## src/rtl/core/bfdh_pkg.sv

```systemverilog
package bfdh_pkg;

    // Default sizing of the bit store and of the probe count
    localparam int unsigned STORE_BITS_DEF = 65536;
    localparam int unsigned MAX_PROBES_DEF = 16;

    // Field and register widths
    localparam int unsigned HASH_W       = 32;
    localparam int unsigned HASH_CNT_W   = $clog2(HASH_W);
    localparam int unsigned BIT_COUNT_W  = 17;
    localparam int unsigned NUM_HASHES_W = 5;
    localparam int unsigned CFG_DATA_W   = 17;
    localparam int unsigned CFG_INDEX_W  = 1;

    localparam logic [HASH_CNT_W-1:0] HASH_LAST = HASH_CNT_W'(HASH_W - 1);

    // Register indexes
    localparam logic [CFG_INDEX_W-1:0] REG_BIT_COUNT  = 1'd0;
    localparam logic [CFG_INDEX_W-1:0] REG_NUM_HASHES = 1'd1;

    // Register reset values
    localparam logic [BIT_COUNT_W-1:0]  BIT_COUNT_RST  = 17'd65536;
    localparam logic [NUM_HASHES_W-1:0] NUM_HASHES_RST = 5'd7;

    // Operation codes
    localparam logic OP_INSERT = 1'b0;
    localparam logic OP_QUERY  = 1'b1;

    typedef enum logic [3:0] {
        ST_CLEAR,
        ST_IDLE,
        ST_RED1,
        ST_RED2,
        ST_INIT,
        ST_PROBE,
        ST_INC1,
        ST_INC2,
        ST_DONE
    } seq_state_t;

    // Bit store access controls
    typedef struct packed {
        logic wr;
        logic rd;
        logic wbit;
    } mem_ctl_t;

    // Sequencer status toward the top level
    typedef struct packed {
        logic idle;
        logic res_load;
        logic res_found;
    } seq_status_t;

endpackage

```

## src/rtl/core/bfdh_modadd.sv

```systemverilog
module bfdh_modadd
    import bfdh_pkg::*;
#(
    parameter int unsigned STORE_BITS = STORE_BITS_DEF
)
(
    input  logic [$clog2(STORE_BITS)-1:0]   a,
    input  logic [$clog2(STORE_BITS)-1:0]   b,
    input  logic                            cin,
    input  logic [$clog2(STORE_BITS+1)-1:0] modulus,
    output logic [$clog2(STORE_BITS)-1:0]   sum
);

    localparam int unsigned IW = $clog2(STORE_BITS);
    localparam int unsigned AW = $clog2(STORE_BITS + 1);
    localparam int unsigned SW = AW + 1;

    logic [SW-1:0] raw;
    logic [SW-1:0] diff;

    // Operands are below the modulus, so one conditional subtract reduces the sum
    always_comb
    begin
        raw  = SW'(a) + SW'(b) + SW'(cin);
        diff = raw - SW'(modulus);
        if (raw >= SW'(modulus))
        begin
            sum = diff[IW-1:0];
        end
        else
        begin
            sum = raw[IW-1:0];
        end
    end

endmodule

```

## src/rtl/core/bfdh_ctrl.sv

```systemverilog
module bfdh_ctrl
    import bfdh_pkg::*;
#(
    parameter int unsigned STORE_BITS = STORE_BITS_DEF,
    parameter int unsigned MAX_PROBES = MAX_PROBES_DEF
)
(
    input  logic                          clk,
    input  logic                          rst_n,
    input  logic                          item_valid,
    input  logic                          operation,
    input  logic [HASH_W-1:0]             hash_first,
    input  logic [HASH_W-1:0]             hash_second,
    input  logic [BIT_COUNT_W-1:0]        bit_count,
    input  logic [NUM_HASHES_W-1:0]       num_hashes,
    input  logic                          res_ready,
    input  logic                          rd_bit,
    output mem_ctl_t                      mem_ctl,
    output logic [$clog2(STORE_BITS)-1:0] mem_addr,
    output seq_status_t                   status
);

    localparam int unsigned IW = $clog2(STORE_BITS);
    localparam int unsigned AW = $clog2(STORE_BITS + 1);
    localparam int unsigned PW = $clog2(MAX_PROBES + 1);

    seq_state_t              state_reg, state_next;
    logic [IW-1:0]           x_reg, x_next;
    logic [IW-1:0]           d_reg, d_next;
    logic [AW-1:0]           m_reg, m_next;
    logic [PW-1:0]           n_reg, n_next;
    logic [PW-1:0]           i_reg, i_next;
    logic [HASH_CNT_W-1:0]   bit_reg, bit_next;
    logic [HASH_W-1:0]       hsh_reg, hsh_next;
    logic [HASH_W-1:0]       h2_reg, h2_next;
    logic                    op_reg, op_next;
    logic                    found_reg, found_next;

    logic [IW-1:0]           ua, ub, usum;
    logic                    ucin;
    logic [31:0]             bc_wide, m_wide, nh_wide, n_wide;

    bfdh_modadd #(
        .STORE_BITS (STORE_BITS)
    ) u_modadd (
        .a       (ua),
        .b       (ub),
        .cin     (ucin),
        .modulus (m_reg),
        .sum     (usum)
    );

    // Clamp the registers to the usable modulus and probe count
    always_comb
    begin
        bc_wide = 32'(bit_count);
        nh_wide = 32'(num_hashes);
        if (bc_wide == 32'd0)
        begin
            m_wide = 32'd1;
        end
        else if (bc_wide > 32'(STORE_BITS))
        begin
            m_wide = 32'(STORE_BITS);
        end
        else
        begin
            m_wide = bc_wide;
        end
        if (nh_wide > 32'(MAX_PROBES))
        begin
            n_wide = 32'(MAX_PROBES);
        end
        else
        begin
            n_wide = nh_wide;
        end
    end

    always_ff @(posedge clk or negedge rst_n)
    begin
        if (!rst_n)
        begin
            state_reg <= ST_CLEAR;
            x_reg     <= '0;
        end
        else
        begin
            state_reg <= state_next;
            x_reg     <= x_next;
        end
    end

    always_ff @(posedge clk)
    begin
        d_reg     <= d_next;
        m_reg     <= m_next;
        n_reg     <= n_next;
        i_reg     <= i_next;
        bit_reg   <= bit_next;
        hsh_reg   <= hsh_next;
        h2_reg    <= h2_next;
        op_reg    <= op_next;
        found_reg <= found_next;
    end

    always_comb
    begin
        state_next = state_reg;
        x_next     = x_reg;
        d_next     = d_reg;
        m_next     = m_reg;
        n_next     = n_reg;
        i_next     = i_reg;
        bit_next   = bit_reg;
        hsh_next   = hsh_reg;
        h2_next    = h2_reg;
        op_next    = op_reg;
        found_next = found_reg;
        ua         = d_reg;
        ub         = '0;
        ucin       = 1'b1;
        mem_ctl    = '0;
        status     = '0;

        unique case (state_reg)
            ST_CLEAR:
            begin
                mem_ctl.wr = 1'b1;
                if (x_reg == IW'(STORE_BITS - 1))
                begin
                    x_next     = '0;
                    state_next = ST_IDLE;
                end
                else
                begin
                    x_next = x_reg + IW'(1);
                end
            end
            ST_IDLE:
            begin
                status.idle = 1'b1;
                if (item_valid)
                begin
                    m_next     = m_wide[AW-1:0];
                    n_next     = n_wide[PW-1:0];
                    op_next    = operation;
                    hsh_next   = hash_first;
                    h2_next    = hash_second;
                    x_next     = '0;
                    i_next     = '0;
                    bit_next   = '0;
                    found_next = (operation == OP_QUERY);
                    state_next = ST_RED1;
                end
            end
            ST_RED1:
            begin
                // Restoring reduction of the first hash, one bit per cycle
                ua       = x_reg;
                ub       = x_reg;
                ucin     = hsh_reg[HASH_W-1];
                x_next   = usum;
                hsh_next = hsh_reg << 1;
                bit_next = bit_reg + HASH_CNT_W'(1);
                if (bit_reg == HASH_LAST)
                begin
                    hsh_next   = h2_reg;
                    d_next     = '0;
                    state_next = ST_RED2;
                end
            end
            ST_RED2:
            begin
                ua       = d_reg;
                ub       = d_reg;
                ucin     = hsh_reg[HASH_W-1];
                d_next   = usum;
                hsh_next = hsh_reg << 1;
                bit_next = bit_reg + HASH_CNT_W'(1);
                if (bit_reg == HASH_LAST)
                begin
                    state_next = ST_INIT;
                end
            end
            ST_INIT:
            begin
                // First step between probes is second hash plus one
                d_next     = usum;
                state_next = ST_PROBE;
            end
            ST_PROBE:
            begin
                if (i_reg == n_reg)
                begin
                    state_next = ST_DONE;
                end
                else
                begin
                    if (op_reg == OP_INSERT)
                    begin
                        mem_ctl.wr   = 1'b1;
                        mem_ctl.wbit = 1'b1;
                    end
                    else
                    begin
                        mem_ctl.rd = 1'b1;
                    end
                    ua         = x_reg;
                    ub         = d_reg;
                    ucin       = 1'b0;
                    x_next     = usum;
                    i_next     = i_reg + PW'(1);
                    state_next = ST_INC1;
                end
            end
            ST_INC1:
            begin
                // Step grows by two per probe: add one here and one in the next cycle
                d_next = usum;
                if ((op_reg == OP_QUERY) && !rd_bit)
                begin
                    found_next = 1'b0;
                    state_next = ST_DONE;
                end
                else
                begin
                    state_next = ST_INC2;
                end
            end
            ST_INC2:
            begin
                d_next     = usum;
                state_next = ST_PROBE;
            end
            ST_DONE:
            begin
                if (res_ready)
                begin
                    status.res_load = 1'b1;
                    state_next      = ST_IDLE;
                end
            end
            default:
            begin
                state_next = ST_IDLE;
            end
        endcase

        status.res_found = found_reg;
    end

    assign mem_addr = x_reg;

endmodule

```

## config.mk

```make
export PLATFORM = sky130hd
export DESIGN_NAME = bfdh_ctrl
export DESIGN_NICKNAME = d
export VERILOG_FILES = /design/src/rtl/core/bfdh_pkg.sv /design/src/rtl/core/bfdh_modadd.sv /design/src/rtl/core/bfdh_ctrl.sv
export SDC_FILE = /design/constraint.sdc
export NUM_CORES = 1
export LEC_CHECK = 0
export BUFFER_PORTS_ARGS = -buffer_cell sky130_fd_sc_hd__buf_2
export CAP_MARGIN = 20
export CORE_ASPECT_RATIO = 1.75
export CORE_MARGIN = 8
export CORE_UTILIZATION = 63
export CTS_CLUSTER_SIZE = 16
export DETAILED_ROUTE_END_ITERATION = 8
export PLACE_DENSITY = 0.85
export SLEW_MARGIN = 20
export SYNTH_ARGS = -nofsm -noshare
export SYNTH_HDL_FRONTEND = slang
export SYNTH_SLANG_ARGS = --single-unit
```

## constraint.sdc

```tcl
create_clock -name clk -period 10.39 [get_ports clk]
set_clock_uncertainty 0.05 [all_clocks]
set_input_delay 0.5195 -clock clk [delete_from_list [all_inputs] [get_ports clk]]
set_output_delay 0.5195 -clock clk [all_outputs]
set_load 0.1 [all_outputs]
```

==> results of run 1 <==
==> area by class of cell <==
type	count	area [sq um]	area share [%]
clock buffer	17	425	4.49
clock inverter	15	160	1.69
inverter	36	136	1.44
multi-input combinational	607	4030	42.5
sequential	134	3920	41.4
tap	171	214	2.26
timing repair buffer	117	596	6.28
==> through the flow <==
stage	setup slack (ps)	util, %	cell area [sq um]	instances
after floorplan	5200	-	8240	810
after global placement	4070	69.1	8890	1065
after detailed placement	3920	69.1	8890	1065
after CTS	3910	73.7	9480	1097
after global routing	3460	73.7	9480	1097
final	3820	73.7	9480	1097
==> worst max-delay path: stages, from the launching register on <==
cell       delay [ps]
dfrtp_1           630
nor2b_1           390
and2_1            290
nand2_1           210
nand2_1           510
mux2i_1           300
fa_1              230
inv_1              60
fa_1              400
a21o_1            240
a31oi_2           230
o21ai_2           120
a2111oi_2         300
nor2_1            140
xnor2_2           180
ha_1              380
or3_1             130
o211ai_1          150
and4_4            240
nor2_4            480
mux2i_1           540
o221ai_1          220
==> Yosys cell counts (all sizes together), types with 4 or more instances <==
master,instances,share of area (%)
a211oi,4,0.36
a21boi,5,0.46
a21o,12,1.1
a21oi,40,2.5
a22o,15,1.6
a22oi,4,0.36
a31oi,8,0.68
and2,23,1.7
and3,9,0.71
buf,18,1.3
clkbuf,15,0.68
dfrtp,20,6.1
edfxtp,114,42
ha,38,5.8
inv,36,1.6
mux2i,42,5.1
nand2,108,5.0
nand2b,5,0.38
nand3,18,1.2
nand4,4,0.30
nor2,62,2.9
nor2b,13,1.1
nor3,10,0.67
nor4,10,0.91
o211ai,9,0.88
o21ai,71,4.4
o21bai,4,0.36
o221ai,5,0.53
o31ai,4,0.36
or3,6,0.46
xnor2,16,1.8
xor2,16,1.7
==> cells in the final DEF (no fill, tap or decap), types with 6 or more instances in the layout <==
cell type and instances:
nor2b_1 11, mux2i_1 42, and3_1 7, a31oi_1 7, xnor2_1 15, clkbuf_16 17, or3_1 6, edfxtp_1 114
o211ai_1 8, nand3_1 17, nor4_1 8, and2_1 23, a21oi_1 38, dfrtp_1 20, o21ai_0 58, nor2_1 61
ha_1 38, xor2_1 16, o21ai_1 12, inv_1 35, a21o_1 12, a22o_1 15, nor3_1 9, buf_2 113
nand2_1 107
==> logic make-up after synthesis <==
kind of cell    count (synthesis)
flops                         134
buf+inv                        69
mux                            42
compound gates                213
xor+xnor                       32
simple gates                  279
fa+ha+maj                      41
==> worst max-delay path by stage <==
stage,to,depth (start not counted)
finish,mem_addr[9]$_DFFE_PN0P_,21
global placement,d_reg[7]$_SDFFCE_PN0P_,21
CTS,mem_addr[9]$_DFFE_PN0P_,21
detailed placement,mem_addr[9]$_DFFE_PN0P_,21
global route,mem_addr[9]$_DFFE_PN0P_,21
floorplan,d_reg[15]$_SDFFCE_PN0P_,24
==> per-layer routing <==
metal	vias up	GRT usage [%]	wire, microns
met5	-	0	0
met4	0	19.4	1630
met3	89	5.73	1090
met2	280	46.7	11800
met1	3254	25.9	7520
li1	3201	-	-
==> reports/results.tsv, run 1 <==
metric	value	unit
finalWirelength	22000	microns
timing.final.crit_share	63.3	%
ios	114	
cts_sinks	134	
reg2reg_slack	3820	ps
std_cell_rows	55	
synth-async-reset-ratio	14.9	%
report.final.setup_viol	0	
die_height	167	microns
synth-seq-area-share	47.6	%
synth_cells	810	
worst-slew-pin-transition	928	ps
gp_congestion	0.946	
final_max_slew_viol_count	0	
rr_worst_depth	21	
grt_pass1_wl	34700	microns
r2r_start	state_reg[2]$_DFFE_PN0P_	
cts_tree	done	
die-area	17100	sq um
io_buffers	113	
overflow	0	
die_w	102	microns
critPathRequiredTime	10610	ps
start_util	64.0	%
root_buffer	clkbuf_16	
cts_setup_buffers	0	
clock_latency	420	ps
postCtsHoldBufs	0	
cts_made_buffers	17	
yosys-mux-area-fraction	5.10	%
ant_nets	0	
end_kind	register	
synth_seq_cells	134	
drive_above_1_share	18.8	%
cts.htree.levels	4	
synthSimpleGateAreaFrac	16.4	%
cts_buffer_depth	2	
grt_pass1_vias	7059	
first_pass_iters	5	
worst_hold_slack	28.5	ps
cp_max_fo	17	
max_cap_viol_count	0	
synth_xor_area_share	3.49	%
tns	0	ps
final-hold-violation-count	0	
min_period	6570	ps
hp-class	in -> async	
fillers	917	
synth_compound_area_share	17.3	%
critPathKind	reg -> reg	
drtIter0Drc	386	
max_freq	152	MHz
reg2reg_to	mem_addr[9]$_DFFE_PN0P_	
drcViolationCount	0	
post-dp-hpwl	16300	microns
rsz0062_at_grt	false	
outcome	completed	
syn_nets	943	
worst_ep_arrival_time	6790	ps
synth_edf_count	114	
coreArea	12900	sq um
antenna_found_initial	0	
grt_usage	26.5	%
cts-resized-gates	0	
route.detailed.wl_per_inst	20.1	microns
syn2layout_area_growth	15.1	%
syn_area_per_cell	10.2	sq um
vias_per_cell	6.22	
synth_ff_type	edfxtp_1	
slew_headroom	38.1	%
n_antenna_cell	0	
grt_max_degree	70	
nets	1046	
startpoint	state_reg[2]$_DFFE_PN0P_	
yosys.area_share.adder	6.50	%
via_count	6824	
synth_top_family_by_area	compound AO/OA/AOI/OAI gates	
clk_pin_slew	70	ps
yosys_warnings	0	
worstSetupStartpointType	register	
synth_area	8240	sq um
synthDistinctLibCells	79	
Power of run 1 is left out: the tool's default activity adds up to more than one toggle a clock period on the data nets, which glitch-free logic cannot reach.
==> run 2, diff against run 1 <==
- CORE_UTILIZATION: 63 -> 53
- PLACE_DENSITY: 0.85 -> 0.76
- clock period: 10.39 -> 5.74 ns (I/O delays scaled with it)
==> run 2 against run 1 <==
Effect of this change:
- fmax up 22%
- critical path type unchanged
- largest cell class unchanged
- setup slack worse by 3500 ps
- via count up 2.4%
- sequential share of layout area down 2.6 points
- register-to-register slack worse by 3500 ps
- first-iteration DRC count down 29%
==> reports/results.tsv, run 2 (synthesized netlist as in run 1, its figures left out) <==
metric	value	unit	change
final_max_slew_viol_count	0		unchanged
std_cell_rows	60		+9.1%
startpoint	i_reg[3]$_SDFFCE_PN0P_		
cts_sinks	134		unchanged
worst-slew-pin-transition	820	ps	-108 ps
worstSetupStartpointType	register		
overflow	0		unchanged
drive_above_1_share	21.1	%	+2.4 points
clock_latency	430	ps	about the same
die_w	110	microns	+7.6%
drtIter0Drc	273		-29%
final_common_cell	edfxtp_1		
tns	0	ps	unchanged
outcome	completed		
reg2reg_to	d_reg[3]$_SDFFCE_PN0P_		
grt_usage	24.5	%	-1.9 points
first_pass_iters	5		unchanged
root_buffer	clkbuf_16		
hp-class	in -> reg		
end_kind	register		
cts_tree	done		
ant_nets	0		unchanged
via_count	6985		+2.4%
cts.htree.levels	4		unchanged
cpMaxStageDelayCell	edfxtp_1		
cpPeakStageDelay	440	ps	-190 ps
antenna_found_initial	0		unchanged
die-area	19900	sq um	+16%
start_util	53.8	%	-10 points
n_antenna_cell	0		unchanged
drcViolationCount	0		unchanged
min_period	5390	ps	-1180 ps
max_freq	185	MHz	+22%
gp_congestion	0.927		-2.0%
layout_common_cells	edfxtp_1 (114), buf_2 (113), nand2_1 (107), nor2_1 (61), o21ai_0 (58)		
vias_per_cell	5.92		-4.8%
rr_worst_depth	23		+9.5%
critPathRequiredTime	5860	ps	-4750 ps
rsz0062_at_grt	false		
cp_cell_sequence	xor2_1, nor3_2, nand2_1, nand2_1, nand2_1, mux2i_1, fa_1, inv_1, fa_1, a21o_1, a31oi_2, o21ai_2, a2111oi_2, nor2_1, xnor2_2, ha_1, or3_1, o211ai_1, and4_4, nor2_4, buf_12, mux2i_1, nor2_1		
worst_ep_arrival_time	5510	ps	-1280 ps
report.final.setup_viol	0		unchanged
cts_buffer_depth	2		unchanged
finalWirelength	23800	microns	+8.2%
post-dp-hpwl	17000	microns	+4.6%
coreArea	15300	sq um	+19%
grt_pass1_vias	7413		+5.0%
timing.final.crit_share	93.9	%	+31 points
r2r_start	i_reg[3]$_SDFFCE_PN0P_		
slew_headroom	45.2	%	+7.1 points
grt_pass1_wl	37500	microns	+8.0%
clk_pin_slew	60	ps	about the same
route.detailed.wl_per_inst	20.2	microns	+0.72%
ios	114		unchanged
io_buffers	113		unchanged
nets	1113		+6.4%
reg2reg_slack	350	ps	-3470 ps
endpoint	d_reg[3]$_SDFFCE_PN0P_		
max_cap_viol_count	0		unchanged
critPathKind	reg -> reg		
cts_made_buffers	17		unchanged
syn2layout_area_growth	22.9	%	
grt_max_degree	69		-1.4%
cp_max_fo	14		-3
final-hold-violation-count	0		unchanged
die_height	181	microns	+8.2%
cpMostUsedCell	nand2_1		
## run 2: changes by cell type in the layout (fill, tap and decap cells not counted), moves of 2 or more
| cell | change |
|---|---|
| dlygate4sd3_1 | +34 |
| buf_4 | +30 |
| buf_12 | +3 |
| clkinv_4 | +3 |
| clkinv_2 | -2 |
## run 2: layout make-up
cell class,instances,area (sq um)
Fill cell,1208,5190
Multi-Input combinational cell,607,4050
Sequential cell,134,3920
Timing Repair Buffer,184,1220
Clock buffer,17,425
Tap cell,186,233
Clock inverter,15,136
Inverter,36,135
## run 2: metal layers
metal	global-route usage, %	up-vias	routed length, microns
met2	44.3	249	13000
li1	-	3336	-
met1	23.6	3309	8000
met5	0	-	0
met3	4.60	91	1170
met4	17.7	0	1630
## run 2: worst min-delay path by stage
stage                        from                      end  slack [ps]  depth (start not counted)
detailed placement          rst_n  mem_addr[2]$_DFFE_PN0P_         240                          1
finish              num_hashes[4]   n_reg[4]$_SDFFCE_PN1P_          50                          1
CTS                 num_hashes[4]   n_reg[4]$_SDFFCE_PN1P_          40                          1
global placement            rst_n  mem_addr[5]$_DFFE_PN0P_         240                          1
global route        num_hashes[4]   n_reg[4]$_SDFFCE_PN1P_          50                          1
floorplan                   rst_n  mem_addr[0]$_DFFE_PN0P_         -60                          0
## run 2: metrics by stage
step           setup slack, ps  instances  cell area [sq um]  util, %  hold slack, ps
2_1_floorplan              547        810               8240        -           -58.6
3_3_place_gp               131       1106               9120     59.6             241
3_5_place_dp               106       1106               9120     59.6             239
4_1_cts                   62.8       1172              10000     65.4            41.2
5_1_grt                   43.6       1179              10100     66.1            53.1
6_report                   349       1179              10100     66.1            48.6
## run 2: what timing repair did
item | CTS | global route
gates resized for setup | 0 | 5
hold buffers | 34 | 0
hold endpoints to repair | 53 | 0
buffers inserted | 0 | 6
setup endpoints to repair | 0 | 31
## run 2: critical path: cells and delay by family, from the launching register on
| kind | cells | cell delay (ps) |
|---|---|---|
| flops | 1 | 440 |
| compound gates | 5 | 1070 |
| xor+xnor | 2 | 380 |
| fa+ha+maj | 3 | 930 |
| buf+inv | 2 | 210 |
| simple gates | 9 | 1460 |
| mux | 2 | 590 |
Power of run 2 is left out for the same reason.
==> run 3, diff against run 2 <==
- CELL_PAD_IN_SITES_DETAIL_PLACEMENT: default -> 0
- CELL_PAD_IN_SITES_GLOBAL_PLACEMENT: default -> 1
- CORE_UTILIZATION: 53 -> 41
- CTS_CLUSTER_DIAMETER: default -> 30
==> run 3 against run 2 <==
Effect of this change:
- non-clock buffer count rose by 1
- first-iteration DRC count rose by 45%
- routed wire length rose by 0.75%
==> reports/results.tsv, run 3 (synthesized netlist as in run 1, its figures left out) <==
metric	value	unit	change
cts_sinks	134		unchanged
drcViolationCount	0		unchanged
reg2reg_slack	370	ps	+20 ps
cp_cell_sequence	xor2_1, nor3_1, nand2_1, nand2_1, nand2_1, mux2i_1, fa_1, inv_1, fa_1, a21o_1, a31oi_2, o21ai_2, a2111oi_2, nor2_1, xnor2_2, ha_1, or3_1, o211ai_1, and4_4, nor2_4, buf_12, mux2i_2, nor2_1		
std_cell_rows	68		+13%
worst_ep_arrival_time	5500	ps	about the same
drive_above_1_share	21.4	%	+0.28 points
max_cap_viol_count	0		unchanged
hp-class	in -> reg		
overflow	0		unchanged
via_count	6851		-1.9%
final-hold-violation-count	0		unchanged
coreArea	19700	sq um	+29%
drtIter0Drc	397		+45%
gp_congestion	0.911		-1.7%
start_util	41.7	%	-12 points
grt_max_degree	69		unchanged
crit_buf_inv	2		unchanged
cts_buffer_depth	2		unchanged
antenna_found_initial	0		unchanged
layout_common_cells	edfxtp_1 (114), buf_2 (113), nand2_1 (107), nor2_1 (61), o21ai_0 (57)		
first_pass_iters	4		-1
final_max_slew_viol_count	0		unchanged
io_buffers	113		unchanged
worst-slew-pin-transition	820	ps	+0.267 ps
worst_hold_slack	43.0	ps	-5.64 ps
final_common_cell	edfxtp_1		
route.detailed.wl_per_inst	19.4	microns	-4.1%
timing.final.crit_share	93.6	%	-0.29 points
n_antenna_cell	0		unchanged
min_period	5370	ps	-16.7 ps
ios	114		unchanged
cts.htree.levels	4		unchanged
die-area	25100	sq um	+26%
rr_worst_depth	23		unchanged
path_delay_family	simple AND/OR/NAND/NOR gates		
report.final.setup_viol	0		unchanged
cts_made_buffers	17		unchanged
grt_pass1_vias	7096		-4.3%
ant_nets	0		unchanged
cts_setup_buffers	0		unchanged
cpMaxStageDelayCell	edfxtp_1		
cts_tree	done		
post-dp-hpwl	17900	microns	+5.1%
cpMostUsedCell	nand2_1		
clock_latency	430	ps	about the same
syn2layout_area_growth	24.1	%	
critPathKind	reg -> reg		
cpPeakStageDelay	440	ps	about the same
slew_headroom	45.2	%	about the same
die_w	123	microns	+12%
postLayoutCoreUtil	51.8	%	-14 points
end_kind	register		
cp_max_fo	15		+1
vias_per_cell	5.53		-6.7%
final_cells	1239		+5.1%
critPathRequiredTime	5870	ps	about the same
nets	1114		+0.090%
finalWirelength	24000	microns	+0.75%
crit_cells	23		unchanged
startpoint	i_reg[3]$_SDFFCE_PN0P_		
worstSetupStartpointType	register		
reg2reg_to	d_reg[9]$_SDFFCE_PN0P_		
grt_pass1_wl	37800	microns	+0.86%
place_inst	1173		+6.1%
endpoint	d_reg[9]$_SDFFCE_PN0P_		
max_freq	186	MHz	+0.31%
outcome	completed		
clk_pin_slew	60	ps	about the same
die_height	204	microns	+12%
grt_usage	19.7	%	-4.8 points
root_buffer	clkbuf_16		
r2r_start	i_reg[3]$_SDFFCE_PN0P_		
[run 3: cell types whose count changed in the layout (fill, tap and decap cells not counted), sizes merged]
| cell | change |
|---|---|
| bufinv | +3 |
| buf | +1 |
| inv | -6 |
| clkinvlp | +2 |
| clkbuf | +1 |
[run 3: area by class of cell]
class / count / area [sq um]
well taps: 245 / 307
clock buffers: 18 / 429
multi-input cells: 607 / 4070
clock inverters: 14 / 159
repair buffers: 185 / 1200
fillers: 1822 / 9510
inverters: 36 / 135
flip-flops and latches: 134 / 3930
[run 3: worst register-to-register path: cells and delay by family, from the launching register on]
family | cells | cell delay [ps]
and+or+nand+nor | 9 | 1560
AOI/OAI and AO/OA | 5 | 1070
adders and majority gates | 3 | 930
muxes | 2 | 540
DFF | 1 | 440
xor gates and xnor gates | 2 | 330
buffers and inverters | 2 | 210
[run 3: worst min path at each step]
| stage | start | end | cells after the start |
|---|---|---|---|
| after global placement | rst_n | state_reg[3]$_DFFE_PN0P_ | 1 |
| final | num_hashes[4] | n_reg[4]$_SDFFCE_PN1P_ | 1 |
| after CTS | num_hashes[4] | n_reg[4]$_SDFFCE_PN1P_ | 1 |
| after detailed placement | rst_n | mem_addr[10]$_DFFE_PN0P_ | 1 |
| after global routing | num_hashes[4] | n_reg[4]$_SDFFCE_PN1P_ | 1 |
| after floorplan | rst_n | mem_addr[0]$_DFFE_PN0P_ | 0 |
[run 3: repair_timing]
action	4_1_cts	5_1_grt
hold endpoints to repair	53	0
gates resized for setup	0	11
hold buffers	34	0
endpoints found under the setup margin	0	30
[run 3: stage by stage]
| stage | area [sq um] | worst slack, ps | setup TNS (ps) |
|---|---|---|---|
| global placement | 9260 | 250 | 0 |
| floorplan | 8240 | 547 | 0 |
| global route | 10200 | -3.05 | -3.05 |
| CTS | 10200 | 182 | 0 |
| finish | 10200 | 365 | 0 |
| detailed placement | 9260 | 199 | 0 |
[run 3: per-layer routing]
layer | share of wire [%] | routed length, microns | track usage (%)
met5 | 0 | 0 | 0
met4 | 5.3 | 1260 | 12.6
met3 | 4.1 | 992 | 4.29
met2 | 56 | 13400 | 36.1
met1 | 35 | 8380 | 19.3
Power of run 3 is left out for the same reason.
